`src/hdl/cu_pkg.sv`:
```
package cu_pkg;

	localparam int MAX_SIZE = 8;
	localparam int RANK_W   = 32;
	localparam int SIZE_W   = 4;
	localparam int POS_W    = 3;
	localparam int FACT_W   = 16;
	localparam int LIM_W    = RANK_W + FACT_W;
	// for sizes of two and up the element stays below this cap
	localparam int SRCH_W   = 18;
	localparam logic [SRCH_W-1:0] SRCH_CAP = SRCH_W'(1 << 17);
	localparam int MUL_W    = LIM_W + SRCH_W;
	localparam int CNT_W    = 6;
	localparam logic [CNT_W-1:0] DIV_LAST = CNT_W'(LIM_W - 1);

	typedef enum logic [3:0] {
		OP_NOP,
		OP_LOAD,
		OP_SETUP,
		OP_START_MID,
		OP_START_FINAL,
		OP_STEP,
		OP_DECIDE,
		OP_DIV_INIT,
		OP_DIV_STEP,
		OP_NEXT
	} cu_op_t;

	typedef struct packed {
		cu_op_t op;
	} cu_cmd_t;

	typedef struct packed {
		logic i_one;
		logic search_done;
		logic step_last;
		logic div_last;
	} cu_status_t;

	function automatic logic [FACT_W-1:0] fact(input logic [SIZE_W-1:0] n);
		logic [FACT_W-1:0] f;
		case (n)
			4'd2: f = 16'd2;
			4'd3: f = 16'd6;
			4'd4: f = 16'd24;
			4'd5: f = 16'd120;
			4'd6: f = 16'd720;
			4'd7: f = 16'd5040;
			4'd8: f = 16'd40320;
			default: f = 16'd1;
		endcase
		return f;
	endfunction

endpackage

```
`src/hdl/cu_if.sv`:
```
interface cu_in_if;
	logic                        valid;
	logic                        ready;
	logic [cu_pkg::RANK_W-1:0]   rank;
	logic [cu_pkg::SIZE_W-1:0]   comb_size;

	modport source (output valid, rank, comb_size, input ready);
	modport sink (input valid, rank, comb_size, output ready);
endinterface

interface cu_out_if;
	logic                        valid;
	logic                        ready;
	logic [cu_pkg::POS_W-1:0]    position;
	logic [cu_pkg::RANK_W-1:0]   element;
	logic                        last;

	modport source (output valid, position, element, last, input ready);
	modport sink (input valid, position, element, last, output ready);
endinterface

```
`src/hdl/cu_datapath.sv`:
```
module cu_datapath (
	input  logic                        clk,
	input  cu_pkg::cu_cmd_t             cmd,
	input  logic [cu_pkg::RANK_W-1:0]   rank,
	input  logic [cu_pkg::SIZE_W-1:0]   comb_size,
	output cu_pkg::cu_status_t          status,
	output logic [cu_pkg::POS_W-1:0]    position,
	output logic [cu_pkg::RANK_W-1:0]   element,
	output logic                        last
);
	import cu_pkg::*;

	logic [RANK_W-1:0] rank_q;
	logic [SIZE_W-1:0] i_q;
	logic [SIZE_W-1:0] j_q;
	logic [LIM_W-1:0]  lim_q;
	logic [SRCH_W-1:0] lo_q;
	logic [SRCH_W-1:0] hi_q;
	logic [SRCH_W-1:0] mid_q;
	logic [LIM_W-1:0]  prod_q;
	logic              over_q;
	logic [LIM_W-1:0]  dvd_q;
	logic [FACT_W-1:0] rem_q;
	logic [CNT_W-1:0]  cnt_q;
	logic [RANK_W-1:0] elem_q;

	logic [SRCH_W-1:0] x;
	logic [MUL_W-1:0]  mul;
	logic [RANK_W:0]   hi_sum;
	logic [FACT_W:0]   trial;
	logic [FACT_W-1:0] fi;
	logic              ge;

	assign fi     = fact(i_q);
	assign x      = mid_q + SRCH_W'(j_q) - SRCH_W'(i_q);
	assign mul    = MUL_W'(prod_q) * MUL_W'(x);
	assign hi_sum = {1'b0, rank_q} + (RANK_W+1)'(i_q) - (RANK_W+1)'(1);
	assign trial  = {rem_q, dvd_q[LIM_W-1]};
	assign ge     = trial >= {1'b0, fi};

	always_ff @(posedge clk) begin
		case (cmd.op)
			OP_LOAD: begin
				rank_q <= rank;
				i_q    <= (comb_size > SIZE_W'(MAX_SIZE)) ? SIZE_W'(MAX_SIZE) : comb_size;
			end
			OP_SETUP: begin
				lim_q  <= LIM_W'(rank_q) * LIM_W'(fi);
				lo_q   <= SRCH_W'(i_q) - SRCH_W'(1);
				hi_q   <= (hi_sum > (RANK_W+1)'(SRCH_CAP)) ? SRCH_CAP : hi_sum[SRCH_W-1:0];
				// size one: the element is the rank itself
				elem_q <= rank_q;
				dvd_q  <= LIM_W'(rank_q);
			end
			OP_START_MID: begin
				mid_q  <= lo_q + ((hi_q - lo_q + SRCH_W'(1)) >> 1);
				prod_q <= LIM_W'(1);
				j_q    <= SIZE_W'(1);
				over_q <= 1'b0;
			end
			OP_START_FINAL: begin
				mid_q  <= lo_q;
				prod_q <= LIM_W'(1);
				j_q    <= SIZE_W'(1);
				over_q <= 1'b0;
			end
			OP_STEP: begin
				j_q <= j_q + SIZE_W'(1);
				if (!over_q) begin
					if (mul > MUL_W'(lim_q))
						over_q <= 1'b1;
					else
						prod_q <= mul[LIM_W-1:0];
				end
			end
			OP_DECIDE: begin
				if (over_q)
					hi_q <= mid_q - SRCH_W'(1);
				else
					lo_q <= mid_q;
			end
			OP_DIV_INIT: begin
				dvd_q  <= prod_q;
				rem_q  <= '0;
				cnt_q  <= '0;
				elem_q <= RANK_W'(mid_q);
			end
			OP_DIV_STEP: begin
				rem_q <= ge ? (trial[FACT_W-1:0] - fi) : trial[FACT_W-1:0];
				dvd_q <= {dvd_q[LIM_W-2:0], ge};
				cnt_q <= cnt_q + CNT_W'(1);
			end
			OP_NEXT: begin
				rank_q <= rank_q - dvd_q[RANK_W-1:0];
				i_q    <= i_q - SIZE_W'(1);
			end
			default: begin
			end
		endcase
	end

	assign status.i_one       = i_q == SIZE_W'(1);
	assign status.search_done = lo_q >= hi_q;
	assign status.step_last   = j_q == i_q;
	assign status.div_last    = cnt_q == DIV_LAST;

	assign position = POS_W'(i_q - SIZE_W'(1));
	assign element  = elem_q;
	assign last     = i_q == SIZE_W'(1);
endmodule

```
`src/hdl/cu_ctrl.sv`:
```
module cu_ctrl (
	input  logic                        clk,
	input  logic                        arst_n,
	input  logic                        in_valid,
	input  logic [cu_pkg::SIZE_W-1:0]   in_size,
	output logic                        in_ready,
	output logic                        out_valid,
	input  logic                        out_ready,
	input  cu_pkg::cu_status_t          status,
	output cu_pkg::cu_cmd_t             cmd
);
	import cu_pkg::*;

	typedef enum logic [3:0] {
		S_IDLE,
		S_SETUP,
		S_SEARCH,
		S_EVAL,
		S_DECIDE,
		S_FEVAL,
		S_DIVI,
		S_DIV,
		S_EMIT
	} state_t;

	state_t state_q;

	assign in_ready  = state_q == S_IDLE;
	assign out_valid = state_q == S_EMIT;

	always_comb begin
		cmd.op = OP_NOP;
		case (state_q)
			S_IDLE:   if (in_valid) cmd.op = OP_LOAD;
			S_SETUP:  cmd.op = OP_SETUP;
			S_SEARCH: cmd.op = status.search_done ? OP_START_FINAL : OP_START_MID;
			S_EVAL:   cmd.op = OP_STEP;
			S_DECIDE: cmd.op = OP_DECIDE;
			S_FEVAL:  cmd.op = OP_STEP;
			S_DIVI:   cmd.op = OP_DIV_INIT;
			S_DIV:    cmd.op = OP_DIV_STEP;
			S_EMIT:   if (out_ready) cmd.op = OP_NEXT;
			default:  cmd.op = OP_NOP;
		endcase
	end

	always_ff @(posedge clk or negedge arst_n) begin
		if (!arst_n) begin
			state_q <= S_IDLE;
		end else begin
			case (state_q)
				S_IDLE:   if (in_valid && in_size != '0) state_q <= S_SETUP;
				S_SETUP:  state_q <= status.i_one ? S_EMIT : S_SEARCH;
				S_SEARCH: state_q <= status.search_done ? S_FEVAL : S_EVAL;
				S_EVAL:   if (status.step_last) state_q <= S_DECIDE;
				S_DECIDE: state_q <= S_SEARCH;
				S_FEVAL:  if (status.step_last) state_q <= S_DIVI;
				S_DIVI:   state_q <= S_DIV;
				S_DIV:    if (status.div_last) state_q <= S_EMIT;
				S_EMIT: begin
					if (out_ready)
						state_q <= status.i_one ? S_IDLE : S_SETUP;
				end
				default:  state_q <= S_IDLE;
			endcase
		end
	end
endmodule

```
`src/hdl/combination_unrank_core.sv`:
```
// Combination unranking in the combinatorial number system. Each input word
// carries a rank and a size m (sizes above 8 count as 8, size 0 gives no
// output). The core returns m output words, position m-1 down to 0, each
// holding the largest element c with binomial(c, position+1) not above the
// remaining rank; last marks position 0. One item is worked at a time. A
// position of size k >= 2 runs a binary search of up to 17 probes, each
// evaluating the binomial with k steps of the shared 48x18 multiplier, then
// a shift-subtract divide of the 48-bit product by k! to get the amount
// taken off the rank. Position 0 needs no search or divide. One output
// word waits per position.
module combination_unrank_core (
	input  logic      clk,
	input  logic      arst_n,
	cu_in_if.sink     items,
	cu_out_if.source  results
);
	import cu_pkg::*;

	cu_cmd_t    cmd;
	cu_status_t status;

	// sequence the search, evaluate, divide and emit steps
	cu_ctrl u_ctrl (
		.clk       (clk),
		.arst_n    (arst_n),
		.in_valid  (items.valid),
		.in_size   (items.comb_size),
		.in_ready  (items.ready),
		.out_valid (results.valid),
		.out_ready (results.ready),
		.status    (status),
		.cmd       (cmd)
	);

	// hold rank, search bounds, binomial product and divider registers
	cu_datapath u_dp (
		.clk       (clk),
		.cmd       (cmd),
		.rank      (items.rank),
		.comb_size (items.comb_size),
		.status    (status),
		.position  (results.position),
		.element   (results.element),
		.last      (results.last)
	);
endmodule

```
`src/flat_wrapper.sv`:
```
// flat-port wrapper written by rule: the top's interface ports become plain ports
module combination_unrank_core_flat import cu_pkg::*;
  (clk, arst_n, items_valid, items_rank, items_comb_size, items_ready, results_valid, results_position, results_element, results_last, results_ready);
  cu_in_if items_i ();
  cu_out_if results_i ();
  input  logic clk;
  input  logic arst_n;
  input wire logic [$bits(items_i.valid)-1:0] items_valid;
  input wire logic [$bits(items_i.rank)-1:0] items_rank;
  input wire logic [$bits(items_i.comb_size)-1:0] items_comb_size;
  output wire logic [$bits(items_i.ready)-1:0] items_ready;
  output wire logic [$bits(results_i.valid)-1:0] results_valid;
  output wire logic [$bits(results_i.position)-1:0] results_position;
  output wire logic [$bits(results_i.element)-1:0] results_element;
  output wire logic [$bits(results_i.last)-1:0] results_last;
  input wire logic [$bits(results_i.ready)-1:0] results_ready;
  assign items_i.valid = items_valid;
  assign items_i.rank = items_rank;
  assign items_i.comb_size = items_comb_size;
  assign items_ready = items_i.ready;
  assign results_valid = results_i.valid;
  assign results_position = results_i.position;
  assign results_element = results_i.element;
  assign results_last = results_i.last;
  assign results_i.ready = results_ready;
  combination_unrank_core u_core (.clk(clk), .arst_n(arst_n), .items(items_i), .results(results_i));
endmodule
```
`config.mk`:
```
export PLATFORM = sky130hd
export DESIGN_NAME = combination_unrank_core_flat
export DESIGN_NICKNAME = d
export VERILOG_FILES = /design/src/hdl/cu_pkg.sv /design/src/hdl/cu_if.sv /design/src/hdl/cu_datapath.sv /design/src/hdl/cu_ctrl.sv /design/src/hdl/combination_unrank_core.sv /design/src/flat_wrapper.sv
export SDC_FILE = /design/constraint.sdc
export NUM_CORES = 2
export LEC_CHECK = 0
export BUFFER_PORTS_ARGS = -buffer_cell sky130_fd_sc_hd__buf_4
export CORE_ASPECT_RATIO = 0.7
export CORE_MARGIN = 2
export CORE_UTILIZATION = 40
export DETAILED_ROUTE_END_ITERATION = 16
export PLACE_DENSITY = 0.51
export SLEW_MARGIN = 20
export SYNTH_ARGS = -nofsm -noshare
export SYNTH_HDL_FRONTEND = slang
export SYNTH_SLANG_ARGS = --single-unit
export TNS_END_PERCENT = 1
```
`constraint.sdc`:
```
create_clock -name clk -period 21.2 [get_ports clk]
set_input_delay 1.06 -clock clk [delete_from_list [all_inputs] [get_ports clk]]
set_output_delay 1.06 -clock clk [all_outputs]
set_load 0.05 [all_outputs]
```
==> run_results.csv <==
group,metric,value,unit
run_status,status,"complete, no violations",
sta,setup_tns,0,ps
clock_tree,cts_tree,"built",
sta,post-route-min-period,15460,ps
setup_path,critical_path.startpoint_type,"register",
cells_and_area,final_nets,8326,
setup_path,timing.critical_path.mode_cell,"fa_1",
yosys,async_flop_share,0.0135,
run,max_cap_violations,0,
global_route,grt_max_degree,71,
global_route,grt_pass1_vias,47400,
cells_and_area,final_cell_mix,"inv_1, fa_1, nand2_1, ha_1, and2_1",
cells_and_area,final_common_cell,"inv_1",
sta,final-hold-violation-count,0,
clock_tree,holdBufCountCts,0,
yosys,syn_area,60700,um2
clock_tree,cts_buffers,35,
cells_and_area,seq_area,8900,um2
min_path,hp-class,"in2async",
setup_path,crit_family,"compound AO/OA/AOI/OAI gates",
routing,drc,0,
global_route,grt_antenna_before_repair,2,
floorplan,core-area,151000,um2
routing,vias,45900,
setup_path,cp.arrival,15650,ps
global_route,overflow,0,
global_route,grt_pass1_wl,303000,um
sta,fin_crit_sh,0.729,
yosys,ys_types,75,
place,dp_hpwl,155000,um
clock_tree,cts.sinks,297,
clock_tree,cts_buffer_depth,3,
sta,fin_skew,55.7,ps
cells_and_area,fillCellCount,15000,
yosys,synth_nets,8452,
yosys,seq_area_frac_synth,0.147,
yosys,avgSynthCellArea,8.94,um2
floorplan,die_w,470,um
setup_path,crit_buf_inv,7,
floorplan,chipHeight,330,um
sta,worst_pin_slew,1210,ps
place,gp_congestion,0.975,
setup_path,cp_slowest_cell,"o31ai_2",
place,portBuffers,77,
cells_and_area,areaGrowthSynthToFinish,6.53,%
setup_path,crit_path_end_kind,"register",
clock_tree,cts_max_level,2,
sta,maxSlewViolCount,0,
routing,drt_iter0_drc,3782,
clock_tree,clockRootBuffer,"clkbuf_16",
cells_and_area,layout-drive-gt1-share,0.0436,
global_route,track_usage,0.258,
cells_and_area,finish.utilization,0.430,
yosys,netlist_instances,6793,
setup_path,crit_fanout,48,
yosys,ys_warn_count,0,
clock_tree,cts_resized,0,
clock_tree,cts.clk_slew.worst_paths,70,ps
clock_tree,cts_setup_buffers,0,
sta,rsz0062_at_grt,"no",
setup_path,max_stage_delay,780,ps
floorplan,rows,119,
sta,max-slew-margin-rel,0.191,
setup_path,critPathKind,"reg2reg",
sta,holdWs,285,ps
floorplan,initial_utilization,0.404,
routing,ant_nets,0,
routing,dr.pass1.iters,5,
routing,wl,195000,um
sta,setup_viol,0,
yosys,ys_ff_latch,297,
routing,avgViaCountPerCell,5.28,
floorplan,io_pins,78,
cells_and_area,multi_input_area,45300,um2
yosys,postSynth.topFlopCell,"edfxtp_1",
clock_tree,clock_latency,610,ps
yosys,synth-edff-count,293,
sta,max_freq,64.7,MHz
setup_path,worstPathRequired,21400,ps
floorplan,fp.dieArea,155000,um2
routing,routedWlPerCell,22.5,um
-- flip-flops by register name, summed over array words and instances (netlist names), 16 cells and up --
name	flops
u_core.u_dp.dvd_q	48
u_core.u_dp.rem_q	16
u_core.u_dp.prod_q	48
u_core.u_dp.lim_q	48
u_core.u_dp.rank_q	32
u_core.u_dp.mid_q	18
u_core.u_dp.hi_q	18
u_core.u_dp.lo_q	18
u_core.u_dp.element	32
-- layout make-up --
cell class	instances	share of cell area
clock inverter	26	0.00360
tap	1996	0.0386
timing repair buffer	171	0.0203
sequential	297	0.138
clock buffer	37	0.0137
antenna	1	0.0000387
multi-input combinational	4666	0.700
inverter	1496	0.0868
-- per-layer routing --
metal  wire, um  track usage  up-vias
met5          0            0        -
met4       2730       0.0356        0
met3      14800       0.0419      144
met2      80600        0.379     1521
met1      97000        0.405    23600
li1           -            -    20700
-- cell usage after synthesis, drive strengths merged (13+ instances only) --
master  count  share of area
nand2b     25         0.0026
o21ai     235          0.019
o21bai     43         0.0053
or3        13         0.0013
a22oi      32         0.0040
nor2b      33         0.0035
a21oi     236          0.019
and3       26         0.0027
and2      342          0.035
xor2       71          0.010
mux2i      16         0.0026
o21a       31         0.0038
a22o       18         0.0026
edfxtp    293           0.14
nand4      52         0.0054
a211oi     22         0.0027
inv      1491          0.092
nand2    1060          0.066
o22ai      14         0.0014
a21o       95          0.012
nor2      247          0.015
nor4       19         0.0020
nand3      48         0.0040
a31oi      23         0.0024
ha        517           0.11
clkbuf    327          0.020
o31ai      17         0.0021
nor3       40         0.0033
xnor2     148          0.021
fa       1102           0.36
-- through the flow --
| step | instance area [um2] | instances | worst slack, ps |
|---|---|---|---|
| floorplan | 60700 | 6793 | 5530 |
| global placement | 63500 | 8624 | 5890 |
| detailed placement | 63600 | 8625 | 5640 |
| CTS | 64700 | 8688 | 5550 |
| global route | 64700 | 8689 | 4720 |
| finish | 64700 | 8690 | 5740 |
-- cell families after synthesis --
group,share of synthesized area
and+or+nand+nor,0.145
DFF,0.147
muxes,0.00375
adders and majority gates,0.470
xor gates and xnor gates,0.0316
buffers and inverters,0.113
AOI/OAI and AO/OA,0.0905
-- final timing paths --
check                                 startpoint                       end  slack (ps)  cells after the start
setup / recovery              u_core.u_dp.i_q[1]    u_core.u_dp.prod_q[22]        5740                     51
hold / removal                            arst_n  u_core.u_ctrl.state_q[2]         290                      1
setup reg to reg              u_core.u_dp.i_q[1]    u_core.u_dp.prod_q[22]        5740                     51
hold reg to reg            u_core.u_dp.dvd_q[44]     u_core.u_dp.dvd_q[45]         540                      1
max in group asynchronous                 arst_n  u_core.u_ctrl.state_q[3]       20780                      1
min in group clk           u_core.u_dp.dvd_q[44]     u_core.u_dp.dvd_q[45]         540                      1
Power is left out: the tool's default activity adds up to more than one toggle a clock period on the data nets, which glitch-free logic cannot reach.
